## config.mk

```make
export PLATFORM = sky130hd
export DESIGN_NAME = ws_ctrl
export DESIGN_NICKNAME = d
export VERILOG_FILES = /design/src/hdl/assert_macros.svh /design/src/hdl/ws_pkg.sv /design/src/hdl/ws_ctrl.sv
export SDC_FILE = /design/constraint.sdc
export NUM_CORES = 1
export LEC_CHECK = 0
export CORE_AREA = 2 2 39 41
export CTS_CLUSTER_SIZE = 40
export DETAILED_ROUTE_END_ITERATION = 10
export DIE_AREA = 0 0 41 43
export DONT_BUFFER_PORTS = 1
export GPL_ROUTABILITY_DRIVEN = 0
export HOLD_SLACK_MARGIN = 0.02
export SYNTH_ARGS = -nofsm -noshare
export SYNTH_HDL_FRONTEND = slang
export SYNTH_SLANG_ARGS = --single-unit
```

## constraint.sdc

```tcl
create_clock -name clk -period 1.7 [get_ports clk]
set_clock_uncertainty 0.2 [all_clocks]
set_input_delay 0.255 -clock clk [delete_from_list [all_inputs] [get_ports clk]]
set_output_delay 0.255 -clock clk [all_outputs]
set_load 0.05 [all_outputs]
```

## src/hdl/assert_macros.svh

```systemverilog
// Assertion macros used by the strip driver datapath.
`ifndef ASSERT_MACROS_SVH
`define ASSERT_MACROS_SVH
`ifndef NO_ASSERTIONS
// Same-cycle implication, checked at every rising edge outside reset.
`define ASSERT_IMPL(label, clk, rst, a, c) \
  label: assert property (@(posedge clk) disable iff (rst) (a) |-> (c)) \
    else $error("assertion failed: same-cycle implication");
// Next-cycle implication, checked at every rising edge outside reset.
`define ASSERT_NEXT(label, clk, rst, a, c) \
  label: assert property (@(posedge clk) disable iff (rst) (a) |=> (c)) \
    else $error("assertion failed: next-cycle implication");
`else
`define ASSERT_IMPL(label, clk, rst, a, c)
`define ASSERT_NEXT(label, clk, rst, a, c)
`endif
`endif

```

## src/hdl/ws_pkg.sv

```systemverilog
// Types and constants shared by the strip driver modules.
package ws_pkg;

  typedef enum logic [1:0] {
    OP_TICK  = 2'd0,
    OP_WRITE = 2'd1,
    OP_FILL  = 2'd2,
    OP_SHOW  = 2'd3
  } op_t;

  localparam int CFG_IDX_W  = 2;
  localparam int CFG_DATA_W = 12;
  localparam int TIME_W     = 12;
  localparam int COUNT_W    = 9;

  localparam logic [CFG_IDX_W-1:0] REG_HIGH_TIME_ZERO = 2'd0;
  localparam logic [CFG_IDX_W-1:0] REG_HIGH_TIME_ONE  = 2'd1;
  localparam logic [CFG_IDX_W-1:0] REG_BIT_PERIOD     = 2'd2;
  localparam logic [CFG_IDX_W-1:0] REG_LED_COUNT      = 2'd3;

  localparam logic [TIME_W-1:0]  RST_HIGH_TIME_ZERO = 12'd32;
  localparam logic [TIME_W-1:0]  RST_HIGH_TIME_ONE  = 12'd64;
  localparam logic [TIME_W-1:0]  RST_BIT_PERIOD     = 12'd100;
  localparam logic [COUNT_W-1:0] RST_LED_COUNT      = 9'd256;

  // Color channel within a pixel: green, red, blue.
  localparam logic [1:0] CHAN_GREEN = 2'd0;
  localparam logic [1:0] CHAN_RED   = 2'd1;
  localparam logic [1:0] CHAN_BLUE  = 2'd2;

  localparam logic [2:0] BIT_MSB = 3'd7;

  typedef struct packed {
    logic latch;       // capture the accepted beat and read the current pixel
    logic exec;        // carry out the captured operation
    logic fill_start;  // start a fill sweep at entry zero
    logic fill_step;   // write one entry of the fill sweep
    logic out_next;    // load the result stage from the values being committed
    logic out_reg;     // load the result stage from the committed registers
  } cmd_t;

  typedef struct packed {
    op_t  op;
    logic sending;
    logic n_zero;
    logic fill_last;
    logic out_free;
  } stat_t;

endpackage

```

## src/hdl/ws_ctrl.sv

```systemverilog
// Controller state machine of the strip driver.
module ws_ctrl (
  input  logic          clk,
  input  logic          rst,
  input  logic          item_valid,
  output logic          item_ready,
  input  ws_pkg::stat_t stat,
  output ws_pkg::cmd_t  cmd
);
  import ws_pkg::*;

  typedef enum logic [1:0] {
    S_IDLE,
    S_EXEC,
    S_FILL,
    S_EMIT
  } state_t;

  state_t state;
  logic   fill_go;

  assign fill_go = (stat.op == OP_FILL) && !stat.sending && !stat.n_zero;

  always_comb begin
    cmd        = '0;
    item_ready = 1'b0;
    case (state)
      S_IDLE: begin
        // No beat is taken while reset is held.
        item_ready = !rst;
        cmd.latch  = item_valid && !rst;
      end
      S_EXEC: begin
        cmd.exec       = 1'b1;
        cmd.fill_start = fill_go;
        cmd.out_next   = !fill_go && stat.out_free;
      end
      S_FILL: begin
        cmd.fill_step = 1'b1;
      end
      S_EMIT: begin
        cmd.out_reg = stat.out_free;
      end
      default: ;
    endcase
  end

  always_ff @(posedge clk) begin
    if (rst) begin
      state <= S_IDLE;
    end else begin
      case (state)
        S_IDLE: begin
          if (item_valid) begin
            state <= S_EXEC;
          end
        end
        S_EXEC: begin
          if (fill_go) begin
            state <= S_FILL;
          end else if (stat.out_free) begin
            state <= S_IDLE;
          end else begin
            state <= S_EMIT;
          end
        end
        S_FILL: begin
          if (stat.fill_last) begin
            state <= S_EMIT;
          end
        end
        S_EMIT: begin
          if (stat.out_free) begin
            state <= S_IDLE;
          end
        end
        default: state <= S_IDLE;
      endcase
    end
  end

endmodule
```

==> flow_summary.yaml, run 1 <==
outcome:
  run_status: "finished clean"
finish:
  mostFrequentLayoutCells: "sky130_fd_sc_hd__clkbuf_4 (3), sky130_fd_sc_hd__buf_4 (3), sky130_fd_sc_hd__buf_12 (2)"
  finish.cell_count_without_fillers: 42
  n_antenna_cell: 0
  layout.nets: 37
  syn2layout_area_growth_pct: 91.3
  final_layout_size_suffix_gt1_frac: 0.692
global_routing:
  grt_pass1_vias: 136
  number_of_antenna_violations_at_the_first_check_in_global_routing: 0
  global_route_wire_length_before_repair_um: 503
  grt_start_max_net_pins: 8
  grt_overflow: 0
  grt_use_total: 0.0491
synthesis:
  syn_area_per_cell_um2: 9.27
  yosysWarningCount: 0
  yosysTopAreaCell: "sky130_fd_sc_hd__dfxtp_1"
  synthesis.instances: 17
  postSynthRegisterBits: 2
  synth_fp_nets: 26
  ys_seq_area_frac: 0.254
  mappedNetlistArea_um2: 158
  synthTopCellsByArea: "sky130_fd_sc_hd__dfxtp_1 (25%), sky130_fd_sc_hd__nor3b_4 (12%), sky130_fd_sc_hd__or4b_4 (8.7%)"
  synth_cell_types: 15
  post-synth-top-area-fraction: 0.254
floorplan:
  ios: 16
  initial_core_utilization: 0.114
  placement_rows: 14
  dieWidth_um: 41
  core_area_um2: 1380
  total_die_area_um2: 1760
  die_height_um: 43
placement:
  buffer_ports.inserted: 0
  place_hpwl_um: 335
  placed_cells: 38
critical_path:
  critPathCaptureType: "output port"
  cp.arrival_ns: 1.20
  timing_worst_setup_path_type: "input port to output port"
  path_cells: "or4b_4 > nor3b_4 > buf_12"
  flop2flop_setup_slack_ns: 0.34
  r2r.worst_path.cells: 3
  endpoint_required_time_on_the_critical_path_ns: 1.24
  start_kind: "input port"
  crit_path_max_fanout: 3
  critical_path.max_stage_delay_ns: 0.55
  critical-path-slowest-cell: "sky130_fd_sc_hd__or4b_4"
detailed_routing:
  routed_wl_um: 412
  drt-wirelength-per-cell_um: 9.81
  drt_iter0_drc: 0
  post_detailed_route_drc_marker_count: 0
  detail-route-antenna-nets: 0
  detailroute.via_count: 166
  drtPass1Iterations: 1
  vias_per_cell: 3.95
sta:
  maxSlewHeadroom: 0.817
  finalCritPeriodShare: 0.974
  fin_crit_ns: 1.66
  timing.final.setup_violations: 0
  rsz0062_at_grt: "false"
  slew_viol_final: 0
  fmax_mhz: 604
  hold_slack_ns: 0.144
  worst-slew-pin-transition_ns: 0.273
  final_hold_viol_count: 0
power:
  proportion_of_power_drawn_by_combinational_gates: 0.322
  power.share.switching: 0.349
  power.sequential.fraction: 0.243
  power.density_cell_area_nw_per_um2: 836
  reported_net_switching_power_mw: 0.0879
  power.share.clock: 0.434
  power.static_leakage_nw: 0.123
  power.internal_mw: 0.164
  ir_worst_vdd_uv: 200
cts:
  cts_root_buf: "sky130_fd_sc_hd__clkbuf_4"
  worstSkewPairLatency_ns: 0.23
  path_clk_slew_ns: 0.03
  clockBufferDepth: 2
  cts_max_level: 1
  cts.sinks: 2
  cts_tree: "built"
  post-cts-setup-buffer-count: 0
  cts-buffers-inserted: 3
hold_path:
  hold_path_end: "state[0]$_SDFFE_PP0P_"
  hp-class: "input port to flop"
  min_delay_path_depth: 3
  min-delay-start: "item_valid"
flow_run:
  max-cap-violations: 0
==> power by group through the flow <==
stage | registers (mW) | logic (mW) | clock network [mW]
finish | 0.0614 | 0.0812 | 0.109
global route | 0.0625 | 0.0848 | 0.117
CTS | 0.0613 | 0.0807 | 0.117
detailed placement | 0.0620 | 0.0769 | 0
global placement | 0.0617 | 0.0773 | 0
floorplan | 0.0602 | 0.0597 | 0
==> worst max-delay path by stage <==
stage                                from     end  cells after the start
CTS                                  flop  cmd[5]                      2
floorplan                            flop  cmd[5]                      2
finish                            stat[4]  cmd[3]                      3
global route        state[0]$_SDFFE_PP0P_  cmd[1]                      2
global placement                  stat[4]  cmd[3]                      3
detailed placement                stat[4]  cmd[3]                      3
==> per-layer routing <==
metal | global-route usage | share of wire | routed length (µm)
met5 | 0 | 0 | 0
met3 | 0.0262 | 0.066 | 27
met1 | 0.0481 | 0.40 | 163
met2 | 0.0531 | 0.50 | 205
met4 | 0.0800 | 0.039 | 16
==> cells by family (layout without fill, tap and decap cells) <==
kind of cell    Yosys count  count (layout)  synth area share
buf+inv                   1              10            0.0238
simple gates             10              10             0.532
flops                     2               2             0.254
compound gates            3               3             0.127
mux                       1               1            0.0635
==> repair_timing <==
item,4_1_cts,5_1_grt
endpoints found under the hold margin,2,0
setup endpoints to repair,1,2
gates resized for setup,1,2
hold buffers,1,0
cloned,0,0
==> cells in the mapped netlist (all sizes together) <==
cell type	instances
a21oi	1
and2	1
and2b	1
and3	2
dfxtp	2
inv	1
mux2i	1
nor2b	2
nor3	1
nor3b	1
o21ai	1
o31a	1
or2	1
or4b	1
==> worst max-delay path, delay by kind of cell <==
kind	cells	cell delay, ns
AND/OR/NAND/NOR	2	0.78
buffers and inverters	1	0.17
==> layout make-up <==
type / instances / area, µm²
Fill cell: 158 / 1080
Multi-Input combinational cell: 14 / 141
Timing Repair Buffer: 6 / 72.6
Sequential cell: 2 / 41.3
Clock buffer: 3 / 22.5
Tap cell: 16 / 20.0
Inverter: 1 / 3.75
==> per-stage QoR <==
step                power [mW]  instance area, µm²   util  TNS [ns]  setup WS, ns
finish                   0.252                 302  0.218         0        0.0435
CTS                      0.259                 299  0.216         0        0.0102
global placement         0.139                 263  0.190         0        0.0480
global route             0.264                 302  0.218         0       0.00226
floorplan                0.120                 180      -    -0.216       -0.0766
detailed placement       0.139                 263  0.190         0        0.0395
Power figures use the tool's default switching activity.
==> inputs of run 2 (changes only) <==
- ABC_AREA: unset -> 1
==> flow_summary.yaml, run 2 <==
cts:
  post-cts-setup-buffer-count: 0
  path_clk_slew_ns: 0.03
  cts_tree: "built"
  cts-buffers-inserted: 3
  worstSkewPairLatency_ns: 0.22
  cts.sinks: 2
  clockBufferDepth: 2
  ctsResizeCount: 0
  cts_max_level: 1
  cts_root_buf: "sky130_fd_sc_hd__clkbuf_4"
outcome:
  run_status: "finished clean"
finish:
  n_antenna_cell: 0
  layout.cells.most_common: "sky130_fd_sc_hd__nand2_1"
  final.fill_count: 158
  fin_area_um2: 294
  finish.cell_count_without_fillers: 60
  mostFrequentLayoutCells: "sky130_fd_sc_hd__nand2_1 (9), sky130_fd_sc_hd__nor2_1 (8), sky130_fd_sc_hd__buf_4 (7)"
  layout.nets: 55
  post-route-util: 0.212
  final_layout_size_suffix_gt1_frac: 0.364
  syn2layout_area_growth_pct: 69.1
power:
  proportion_of_power_drawn_by_combinational_gates: 0.435
  power.share.switching: 0.416
  power.sequential.fraction: 0.210
  power.share.clock: 0.355
  power.static_leakage_nw: 0.149
  reported_net_switching_power_mw: 0.121
  ir_worst_vdd_uv: 159
  power.internal_mw: 0.170
  report.power.total_mw: 0.291
  power.density_cell_area_nw_per_um2: 990
detailed_routing:
  drtPass1Iterations: 2
  detail-route-antenna-nets: 0
  detailroute.via_count: 211
  drt_iter0_drc: 3
  vias_per_cell: 3.52
  routed_wl_um: 420
  post_detailed_route_drc_marker_count: 0
  drt-wirelength-per-cell_um: 7.00
sta:
  timing.final.setup_violations: 0
  rsz0062_at_grt: "false"
  finalCritPeriodShare: 0.916
  maxSlewHeadroom: 0.880
  fin_crit_ns: 1.56
  setup_ws_ns: 0.142
  worst-slew-pin-transition_ns: 0.180
  fmax_mhz: 642
  final_hold_viol_count: 0
  slew_viol_final: 0
synthesis:
  syn_area_per_cell_um2: 5.43
  ys_seq_area_frac: 0.230
  synthesis.instances: 32
  synth.cells.most_frequent: "sky130_fd_sc_hd__nand2_1 (9), sky130_fd_sc_hd__nor2_1 (8), sky130_fd_sc_hd__inv_1 (5)"
  async_flop_share: 0
  post-synth-top-count-cell: "sky130_fd_sc_hd__nand2_1"
  mappedNetlistArea_um2: 174
  post-synth-top-area-fraction: 0.230
  synth-edff-count: 0
  synth-main-ff-cell: "sky130_fd_sc_hd__dfxtp_1"
  synthTopCellsByArea: "sky130_fd_sc_hd__dfxtp_1 (23%), sky130_fd_sc_hd__nand2_1 (19%), sky130_fd_sc_hd__nor2_1 (17%)"
  synth_fp_nets: 41
  synth_cell_types: 11
  yosysWarningCount: 0
  yosysTopAreaCell: "sky130_fd_sc_hd__dfxtp_1"
  postSynthRegisterBits: 2
floorplan:
  dieWidth_um: 41
  die_height_um: 43
  core_area_um2: 1380
  ios: 16
  placement_rows: 14
  total_die_area_um2: 1760
  initial_core_utilization: 0.126
critical_path:
  critical-path-slowest-cell: "sky130_fd_sc_hd__dfxtp_1"
  critical_path.max_stage_delay_ns: 0.34
  start_kind: "flop"
  critPathCaptureType: "output port"
  cp.arrival_ns: 1.10
  timing.critical_path.buf_inv: 2
  r2r.worst_path.cells: 5
  worst_path_dominant_cell_family: "flip-flops"
  endpoint_required_time_on_the_critical_path_ns: 1.24
  timing_worst_setup_path_type: "flop to output port"
  worstReg2RegStart: "state[0]$_SDFFE_PP0P_"
  flop2flop_setup_slack_ns: 0.51
  path_cells: "nor2_1 > inv_1 > nor3_2 > buf_4"
  crit_path_max_fanout: 4
placement:
  placed_area_um2: 251
  buffer_ports.inserted: 0
  placed_cells: 55
  place_hpwl_um: 355
  place_ws_ns: 0.373
global_routing:
  grt_overflow: 0
  global_route_wire_length_before_repair_um: 621
  grt_start_max_net_pins: 5
  number_of_antenna_violations_at_the_first_check_in_global_routing: 0
  grt_use_total: 0.0601
  grt_pass1_vias: 187
flow_run:
  max-cap-violations: 0
hold_path:
  min_delay_path_depth: 3
  min-delay-start: "stat[0]"
  hp-class: "input port to flop"
[run 2: worst max-delay path by stage]
| stage | start | end | cells after the start |
|---|---|---|---|
| CTS | flop | cmd[5] | 4 |
| floorplan | state[0]$_SDFFE_PP0P_ | cmd[1] | 4 |
| finish | flop | cmd[5] | 4 |
| detailed placement | state[0]$_SDFFE_PP0P_ | cmd[3] | 5 |
| global placement | flop | cmd[5] | 4 |
| global route | flop | cmd[5] | 4 |
[run 2: per-stage QoR]
stage | TNS, ns | hold WS (ns)
floorplan | -0.450 | 0.124
global placement | 0 | 0.127
detailed placement | 0 | 0.130
CTS | 0 | 0.0388
global route | 0 | 0.0551
finish | 0 | 0.0457
[run 2: kinds of logic (layout without fill, tap and decap cells)]
kind of cell           Yosys count  after routing  share of synthesized area
AND/OR/NAND/NOR                 21             21                      0.540
buffers and inverters            7             19                      0.151
AO/OA/AOI/OAI                    2              2                     0.0791
flip-flops                       2              2                      0.230
[run 2: tightest hold or removal path, cell delays in order]
cell and delay (ns):
sky130_fd_sc_hd__nand2_1 0.05, sky130_fd_sc_hd__nand2_1 0.06, sky130_fd_sc_hd__a21oi_1 0.05
[run 2: area by class of cell]
type,count,area (µm²),share of cell area
multi-input cells,23,113,0.383
flip-flops and latches,2,40.0,0.136
clock buffers,3,22.5,0.0766
inverters,7,26.3,0.0894
repair buffers,9,72.6,0.247
well taps,16,20.0,0.0681
[run 2: layer usage]
layer,track usage,vias to the layer above,wire (µm)
li1,-,118,-
met1,0.0383,89,140
met2,0.0813,4,241
met3,0.0524,0,39
met4,0.0800,0,0
met5,0,-,0
[run 2: power groups by stage]
| stage | registers [mW] | logic (mW) | clock network [mW] |
|---|---|---|---|
| detailed placement | 0.0614 | 0.124 | 0 |
| global placement | 0.0611 | 0.123 | 0 |
| CTS | 0.0608 | 0.128 | 0.112 |
| floorplan | 0.0601 | 0.0966 | 0 |
| global route | 0.0616 | 0.136 | 0.113 |
| finish | 0.0610 | 0.127 | 0.104 |
[run 2: timing repair]
action,CTS,global route
endpoints found under the setup margin,0,0
hold buffers,2,0
endpoints found under the hold margin,2,0
==> inputs of run 3 (changes only) <==
- ABC_AREA: 1 -> unset
- RECOVER_POWER: unset -> 50
==> flow_summary.yaml, run 3 (synthesis results as in run 1) <==
outcome:
  run_status: "finished clean"
detailed_routing:
  detailroute.via_count: 163
  drt_iter0_drc: 0
  vias_per_cell: 3.88
  drt-wirelength-per-cell_um: 10.1
  drtPass1Iterations: 1
  post_detailed_route_drc_marker_count: 0
  detail-route-antenna-nets: 0
  routed_wl_um: 425
power:
  power.static_leakage_nw: 0.118
  power.density_cell_area_nw_per_um2: 870
  power.share.switching: 0.355
  power.internal_mw: 0.158
  power.sequential.fraction: 0.250
  reported_net_switching_power_mw: 0.0871
  ir_worst_vdd_uv: 194
  proportion_of_power_drawn_by_combinational_gates: 0.303
  power.share.clock: 0.447
placement:
  buffer_ports.inserted: 0
  place_hpwl_um: 335
  place_ws_ns: 0.0395
  placed_cells: 38
finish:
  final.fill_count: 162
  finish.cell_count_without_fillers: 42
  n_antenna_cell: 0
  syn2layout_area_growth_pct: 78.6
  mostFrequentLayoutCells: "sky130_fd_sc_hd__clkbuf_4 (3), sky130_fd_sc_hd__clkbuf_2 (2), sky130_fd_sc_hd__buf_4 (2)"
  seq_area_um2: 41.3
  final_layout_size_suffix_gt1_frac: 0.654
  layout.cells.most_common: "sky130_fd_sc_hd__clkbuf_4"
  layout.nets: 37
  multi_input_comb_area_um2: 139
cts:
  cts.sinks: 2
  worstSkewPairLatency_ns: 0.23
  clockBufferDepth: 2
  cts_tree: "built"
  cts_root_buf: "sky130_fd_sc_hd__clkbuf_4"
  post-cts-setup-buffer-count: 0
  path_clk_slew_ns: 0.03
  cts-buffers-inserted: 3
  cts_max_level: 1
floorplan:
  total_die_area_um2: 1760
  placement_rows: 14
  initial_core_utilization: 0.114
  dieWidth_um: 41
  die_height_um: 43
  core_area_um2: 1380
  ios: 16
sta:
  setup_ws_ns: 0.0424
  maxSlewHeadroom: 0.800
  fmax_mhz: 603
  slew_viol_final: 0
  timing.final.setup_violations: 0
  rsz0062_at_grt: "false"
  setup_tns_ns: 0
  fin_crit_ns: 1.66
  hold_slack_ns: 0.144
  worst-slew-pin-transition_ns: 0.300
  finalCritPeriodShare: 0.975
  final_hold_viol_count: 0
global_routing:
  grt_pass1_vias: 136
  global_route_wire_length_before_repair_um: 503
  number_of_antenna_violations_at_the_first_check_in_global_routing: 0
  grt_use_total: 0.0491
  grt_overflow: 0
  grt_start_max_net_pins: 8
critical_path:
  critPathCaptureType: "output port"
  critical_path.max_stage_delay_ns: 0.55
  endpoint_required_time_on_the_critical_path_ns: 1.24
  timing_worst_setup_path_type: "input port to output port"
  path_cells: "or4b_4 > nor3b_4 > buf_12"
  crit_path_max_fanout: 3
  worstReg2RegStart: "state[0]$_SDFFE_PP0P_"
  start_kind: "input port"
  critical-path-slowest-cell: "sky130_fd_sc_hd__or4b_4"
  startpoint: "stat[4]"
  cp.arrival_ns: 1.20
hold_path:
  min-delay-start: "item_valid"
  hp-class: "input port to flop"
flow_run:
  max-cap-violations: 0
run 3: path summary, 6_finish.rpt:
path	to	slack, ns	cells after the start
worst max-delay path	cmd[3]	0.04	3
worst min-delay path	state[0]$_SDFFE_PP0P_	0.14	3
worst max register to register	flop	0.22	3
worst min register to register	state[0]$_SDFFE_PP0P_	0.48	2
run 3: repair_timing:
item | in CTS | in global routing
resized for setup | 1 | 2
endpoints found under the hold margin | 2 | 0
setup endpoints to repair | 1 | 2
hold buffers | 1 | 0
run 3: power groups by stage:
stage | logic, mW | clock network, mW | registers, mW
floorplan | 0.0597 | 0 | 0.0602
global placement | 0.0773 | 0 | 0.0617
detailed placement | 0.0769 | 0 | 0.0620
CTS | 0.0807 | 0.117 | 0.0613
global route | 0.0776 | 0.117 | 0.0622
finish | 0.0743 | 0.109 | 0.0612
run 3: area by class of cell:
class                      instances  area share
clock buffer                       3      0.0800
tap                               16      0.0711
inverter                           1      0.0133
multi-input combinational         14       0.493
sequential                         2       0.147
timing repair buffer               6       0.196
run 3: metrics by stage:
stage	util	power (mW)	instance area [µm²]
after floorplan	-	0.120	180
after global placement	0.190	0.139	263
after detailed placement	0.190	0.139	263
after CTS	0.216	0.259	299
after global routing	0.203	0.257	282
final	0.203	0.245	282
run 3: critical path: cells and delay by family:
family        cells  cell delay (ns)
buf+inv           1             0.17
simple gates      2             0.78
run 3: routing by layer:
| metal | track usage | vias to the layer above | part of all wire |
|---|---|---|---|
| li1 | - | 81 | - |
| met1 | 0.0481 | 71 | 0.40 |
| met2 | 0.0531 | 9 | 0.47 |
| met3 | 0.0262 | 2 | 0.082 |
| met4 | 0.0800 | 0 | 0.038 |
| met5 | 0 | - | 0 |
